**src/sv/spq_pkg.sv**
```systemverilog
// Shared types, codes and defaults for the sorted-insert priority queue.
package spq_pkg;

  localparam int DEFAULT_QUEUE_DEPTH = 16;

  localparam int ID_W  = 16;
  localparam int PRI_W = 8;
  localparam int DUR_W = 16;
  localparam int OCC_W = 5;
  localparam int ST_W  = 2;

  localparam logic CMD_ENQ = 1'b0;
  localparam logic CMD_DEQ = 1'b1;

  localparam logic [ST_W-1:0] ST_OK    = 2'd0;
  localparam logic [ST_W-1:0] ST_FULL  = 2'd1;
  localparam logic [ST_W-1:0] ST_EMPTY = 2'd2;

  typedef struct packed {
    logic [ID_W-1:0]  id;
    logic [PRI_W-1:0] pri;
    logic [DUR_W-1:0] dur;
  } spq_rec_t;

  typedef struct packed {
    logic enq;
    logic deq;
  } spq_ctl_t;

endpackage

```
**src/sv/spq_cell.sv**
```systemverilog
// One queue slot: holds a record and shifts, inserts or keeps it each cycle.
module spq_cell
  import spq_pkg::*;
(
  input  logic     clk,
  input  spq_ctl_t ctl,
  input  logic     occupied,
  input  spq_rec_t new_rec,
  input  spq_rec_t left_rec,
  input  logic     left_ahead,
  input  spq_rec_t right_rec,
  output spq_rec_t ent,
  output logic     ahead
);

  spq_rec_t ent_r;
  spq_rec_t ent_nxt;

  assign ahead = occupied && (ent_r.pri >= new_rec.pri);
  assign ent   = ent_r;

  always_comb begin
    ent_nxt = ent_r;
    if (ctl.enq) begin
      if (!ahead) begin
        ent_nxt = left_ahead ? new_rec : left_rec;
      end
    end else if (ctl.deq) begin
      ent_nxt = right_rec;
    end
  end

  always_ff @(posedge clk) begin
    ent_r <= ent_nxt;
  end

endmodule

```
**src/sv/sorted_insert_priority_queue_unit.sv**
```systemverilog
// Top level of the sorted-insert priority queue built from a chain of slot cells.
// Every enqueue or dequeue request is accepted by the cell chain, and its result is
// presented in the next cycle from an output register; a new request is taken
// every cycle as long as the result side keeps draining. The rate is set by
// the chain of QUEUE_DEPTH cells, which all compare against the incoming
// priority and shift toward or away from the head in the same cycle. Records
// are held in descending priority, ties in arrival order. An enqueue to a full
// queue returns status 1, a dequeue from an empty queue returns status 2;
// record fields of a result are zero unless it is a successful dequeue.
module sorted_insert_priority_queue_unit
  import spq_pkg::*;
#(
  parameter int QUEUE_DEPTH = DEFAULT_QUEUE_DEPTH
) (
  input  logic             clk,
  input  logic             rst_n,
  input  logic             in_valid,
  output logic             in_stall,
  input  logic             in_command,
  input  logic [ID_W-1:0]  in_job_id,
  input  logic [PRI_W-1:0] in_job_priority,
  input  logic [DUR_W-1:0] in_job_duration,
  output logic             out_valid,
  input  logic             out_stall,
  output logic [ST_W-1:0]  out_status,
  output logic [ID_W-1:0]  out_id,
  output logic [PRI_W-1:0] out_priority,
  output logic [DUR_W-1:0] out_duration,
  output logic [OCC_W-1:0] out_occupancy
);

  localparam int CNT_W = $clog2(QUEUE_DEPTH + 1);

  logic [CNT_W-1:0] cnt_r;
  logic [CNT_W-1:0] cnt_nxt;
  logic             vld_r;
  logic             vld_nxt;
  logic [ST_W-1:0]  st_r;
  logic [ST_W-1:0]  st_nxt;
  spq_rec_t         res_r;
  spq_rec_t         res_nxt;
  logic [OCC_W-1:0] occ_r;
  logic [OCC_W-1:0] occ_nxt;
  logic [CNT_W+OCC_W-1:0] cnt_ext;

  logic     take;
  logic     full;
  logic     empty;
  spq_ctl_t ctl;
  spq_rec_t new_rec;

  spq_rec_t ents  [QUEUE_DEPTH];
  logic     aheads[QUEUE_DEPTH];

  assign in_stall = vld_r && out_stall;
  assign take     = in_valid && !in_stall;
  assign full     = (cnt_r == CNT_W'(QUEUE_DEPTH));
  assign empty    = (cnt_r == '0);
  assign ctl.enq  = take && (in_command == CMD_ENQ) && !full;
  assign ctl.deq  = take && (in_command == CMD_DEQ) && !empty;
  assign new_rec  = '{id: in_job_id, pri: in_job_priority, dur: in_job_duration};

  for (genvar i = 0; i < QUEUE_DEPTH; i++) begin : g_cell
    spq_rec_t left_rec;
    spq_rec_t right_rec;
    logic     left_ahead;

    if (i == 0) begin : g_head
      assign left_rec   = new_rec;
      assign left_ahead = 1'b0;
    end else begin : g_mid
      assign left_rec   = ents[i-1];
      assign left_ahead = aheads[i-1];
    end

    if (i == QUEUE_DEPTH - 1) begin : g_tail
      assign right_rec = ents[i];
    end else begin : g_body
      assign right_rec = ents[i+1];
    end

    spq_cell u_cell (
      .clk        (clk),
      .ctl        (ctl),
      .occupied   (CNT_W'(i) < cnt_r),
      .new_rec    (new_rec),
      .left_rec   (left_rec),
      .left_ahead (left_ahead),
      .right_rec  (right_rec),
      .ent        (ents[i]),
      .ahead      (aheads[i])
    );
  end

  always_comb begin
    cnt_nxt = cnt_r;
    if (ctl.enq) begin
      cnt_nxt = cnt_r + 1'b1;
    end else if (ctl.deq) begin
      cnt_nxt = cnt_r - 1'b1;
    end
  end

  assign cnt_ext = {{OCC_W{1'b0}}, cnt_nxt};

  always_comb begin
    vld_nxt = vld_r && out_stall;
    st_nxt  = st_r;
    res_nxt = res_r;
    occ_nxt = occ_r;
    if (take) begin
      vld_nxt = 1'b1;
      occ_nxt = cnt_ext[OCC_W-1:0];
      res_nxt = '0;
      if (in_command == CMD_ENQ) begin
        st_nxt = full ? ST_FULL : ST_OK;
      end else begin
        st_nxt = empty ? ST_EMPTY : ST_OK;
        if (!empty) begin
          res_nxt = ents[0];
        end
      end
    end
  end

  always_ff @(posedge clk) begin
    if (!rst_n) begin
      cnt_r <= '0;
      vld_r <= 1'b0;
    end else begin
      cnt_r <= cnt_nxt;
      vld_r <= vld_nxt;
    end
    st_r  <= st_nxt;
    res_r <= res_nxt;
    occ_r <= occ_nxt;
  end

  assign out_valid     = vld_r;
  assign out_status    = st_r;
  assign out_id        = res_r.id;
  assign out_priority  = res_r.pri;
  assign out_duration  = res_r.dur;
  assign out_occupancy = occ_r;

endmodule
```
**config.mk**
```make
export PLATFORM = sky130hd
export DESIGN_NAME = sorted_insert_priority_queue_unit
export DESIGN_NICKNAME = d
export VERILOG_FILES = /design/src/sv/spq_pkg.sv /design/src/sv/spq_cell.sv /design/src/sv/sorted_insert_priority_queue_unit.sv
export SDC_FILE = /design/constraint.sdc
export NUM_CORES = 2
export LEC_CHECK = 0
export ABC_AREA = 1
export BUFFER_PORTS_ARGS = -buffer_cell sky130_fd_sc_hd__buf_2
export CAP_MARGIN = 20
export CORE_UTILIZATION = 30
export CTS_BUF_LIST = sky130_fd_sc_hd__clkbuf_4
export DETAILED_ROUTE_END_ITERATION = 10
export GPL_TIMING_DRIVEN = 0
export PLACE_DENSITY = 0.41
export REMOVE_ABC_BUFFERS = 1
export SYNTH_ARGS = -nofsm -noshare
export SYNTH_HDL_FRONTEND = slang
export SYNTH_SLANG_ARGS = --single-unit
```
**constraint.sdc**
```tcl
create_clock -name clk -period 15.3 [get_ports clk]
set_input_delay 4.59 -clock clk [delete_from_list [all_inputs] [get_ports clk]]
set_output_delay 4.59 -clock clk [all_outputs]
set_load 0.005 [all_outputs]
```
==> flow_summary_export.csv <==
group,metric,value,unit
critical_path,ff2ff_path_depth,11,
critical_path,cp.depth,4,
critical_path,r2r_slack,10.02,ns
detailed_routing,drtPass1Iterations,7,
clock_network,cts-root-buf,"clkbuf_4",
final_layout,layout-drive-gt1-share,0.0997,
critical_path,reg2reg_to,"g_cell[1].u_cell.ent[32]",
die,fp.coreArea,0.130,mm^2
critical_path,path_class,"in2out",
grt,grt_pass1_vias,30000,
final_layout,stdcell_area,0.0441,mm^2
timing,finClkSkew,0.0536,ns
power_and_ir_drop,p_leak,25.0,nW
final_layout,instances_no_fill,7079,
timing,finalCritPeriodShare,0.621,
timing,fmax,105,MHz
clock_network,postCtsSetupBuffers,0,
timing,worstMarginPinSlew,0.988,ns
clock_network,htreeDepth,4,
critical_path,reg2reg_from,"cnt_r[0]",
detailed_routing,final_antenna_net_count,0,
place,dp_cells,6765,
clock_network,clockBufferDepth,3,
synth,yosysWarnings,0,
outcome,outcome,"finished, final reports clean",
timing,slew_headroom,0.341,
synth,seq_area_frac_synth,0.529,
synth,syn_inst,5129,
grt,grt_first_pass_wirelength,171,mm
final_layout,syn_to_final_growth,12.5,%
detailed_routing,vias_per_cell,4.15,
critical_path,cp_max_fo,2,
place,portBuffers,93,
critical_path,critPathBufInv,3,
detailed_routing,drt_wl_total,106,mm
synth,async_flop_share,0,
grt,antenna_found_initial,1,
critical_path,path_cells,"buf_2, nand2_1, inv_1, buf_2",
detailed_routing,drtIter0Drc,1851,
place,dpl_cell_area,0.0418,mm^2
detailed_routing,wire_per_inst,14.9,um
grt,grt_max_degree,125,
critical_path,crit_path_end_kind,"primary output",
critical_path,crit_path_start,"out_stall",
timing,rsz0062_at_grt,"false",
timing,hold_viol_final,0,
critical_path,slowest_stage,"buf_2",
synth,synth_ff_type,"edfxtp_1",
timing,setup_viol,0,
place,dp_hpwl,72.9,mm
critical_path,slowest_delay,0.12,ns
grt,grt-ovfl-total,0,
timing,maxSlewViolCount,0,
place,place_congestion,0.745,
worst_hold_path,min_path_type,"reg2reg",
detailed_routing,drc,0,
critical_path,cp_top_family,"buffers and inverters",
die,ios,94,
die,initial_core_util,0.302,
flow_run,drv_cap,0,
synth,synthesis.area,0.0392,mm^2
critical_path,worst_ep_arrival_time,4.92,ns
clock_network,clk_latency,1.13,ns
die,fp.dieH,363,um
synth,ys_types,30,
power_and_ir_drop,pwr_density_cell,125,mW/mm^2
final_layout,final_common_cell,"nand2_1",
clock_network,cts_resized,0,
critical_path,crit_path_start_kind,"input pin",
detailed_routing,num_vias,29400,
clock_network,cts.sinks,693,
clock_network,cts_buffers,203,
timing,period_minus_slack,9.51,ns
critical_path,worst_path_most_repeated_cell,"buf_2",
synth,synth_edf_count,687,
grt,grt_use_total,0.162,
synth,synth-seq-cells,693,
clock_network,clkTransAtPathRegs,0.06,ns
synth,avgSynthCellArea,7.64,um^2
die,num_rows,132,
die,dieArea,0.132,mm^2
final_layout,final_nets,5405,
critical_path,endpoint,"in_stall",
power_and_ir_drop,peakVddDrop,0.0000739,V
clock_network,cts_hold_buf,0,
final_layout,layout_common_cells,"nand2_1, edfxtp_1, inv_1",
clock_network,cts_tree,"built",
die,die_x,363,um
critical_path,crit_required,10.71,ns
-- worst register-to-register path: stages (launching register included) --
cell	delay, ns
dfxtp_1	0.49
inv_1	0.22
ha_1	0.27
nand3_2	0.15
nand2_8	0.39
buf_16	0.40
buf_16	0.40
inv_6	0.56
buf_16	0.41
nand2_2	0.80
nand2_2	0.61
buf_12	0.27
-- final cells by class --
class / count / area (um^2)
Inverter: 653 / 2460
Clock inverter: 24 / 134
Multi-Input combinational cell: 3541 / 15000
Tap cell: 1742 / 2180
Clock buffer: 289 / 2170
Fill cell: 14000 / 85500
Antenna cell: 1 / 2.50
Timing Repair Buffer: 136 / 1440
Sequential cell: 693 / 20700
-- state kept, by name, indices dropped and copies added (netlist names) --
name	cells
g_cell.u_cell.ent	640
out_duration	16
out_id	16
out_priority	8
cnt_r	5
out_occupancy	5
out_status	2
out_valid	1
-- how the worst min path moves through the flow --
stage                                   start                        end  slack [ns]  cells past startpoint
finish              g_cell[15].u_cell.ent[28]  g_cell[14].u_cell.ent[28]        0.51                      2
global route        g_cell[15].u_cell.ent[27]  g_cell[14].u_cell.ent[27]        0.53                      2
CTS                  g_cell[3].u_cell.ent[13]   g_cell[2].u_cell.ent[13]        0.51                      2
detailed placement  g_cell[15].u_cell.ent[14]  g_cell[14].u_cell.ent[14]        0.50                      2
global placement    g_cell[15].u_cell.ent[29]  g_cell[14].u_cell.ent[29]        0.50                      2
floorplan            g_cell[15].u_cell.ent[0]   g_cell[14].u_cell.ent[0]        0.49                      2
-- report_power, final --
group | leakage (nW) | internal (mW) | switching, mW
Combinational | 17.0 | 0.398 | 0.811
Clock | 1.40 | 0.862 | 0.823
Sequential | 6.56 | 2.48 | 0.131
Total | 25.0 | 3.74 | 1.77
-- synth_stat cells, types with 2 or more instances --
cell type,number,area share
nor2_4,2,0.00057
edfxtp_1,687,0.53
inv_2,7,0.00067
clkbuf_1,99,0.0095
o21a_1,14,0.0027
nor2_1,83,0.0079
ha_1,132,0.042
xor2_1,3,0.00067
nand2_1,3104,0.30
buf_2,114,0.015
buf_4,9,0.0017
buf_1,15,0.0014
nand2_4,2,0.00057
nand2_2,45,0.0072
nand4_1,4,0.00064
buf_6,5,0.0014
o21ai_0,47,0.0060
nor3_1,2,0.00026
inv_1,645,0.062
nand3_1,57,0.0073
dfxtp_1,6,0.0031
a21oi_1,39,0.0050
-- logic make-up after synthesis --
group,count (synthesis),synth area share
AO/OA/AOI/OAI,104,0.0144
XOR/XNOR,3,0.000670
buffers and inverters,895,0.0912
AND/OR/NAND/NOR,3302,0.322
adder cells (fa/ha/maj),132,0.0421
flip-flops,693,0.529
-- routing by layer --
metal	up-vias	routed length (um)	track usage
met5	-	0	0
met4	0	2060	0.0511
met3	162	5270	0.0311
met2	600	42300	0.237
met1	12700	56000	0.239
li1	15900	-	-
-- metrics by stage --
| step | power (mW) | hold WS [ns] | utilization | worst slack [ns] | setup TNS [ns] |
|---|---|---|---|---|---|
| final | 5.51 | 0.509 | 0.340 | 5.79 | 0 |
| after CTS | 5.62 | 0.509 | 0.340 | 5.79 | 0 |
| after detailed placement | 3.88 | 0.504 | 0.322 | 5.77 | 0 |
| after global routing | 5.92 | 0.527 | 0.340 | 5.75 | 0 |
| after global placement | 3.86 | 0.497 | 0.314 | -3.52 | -1987.29 |
| after floorplan | 3.46 | 0.494 | - | 4.07 | 0 |
No activity file was read; power rests on OpenSTA's default activity.
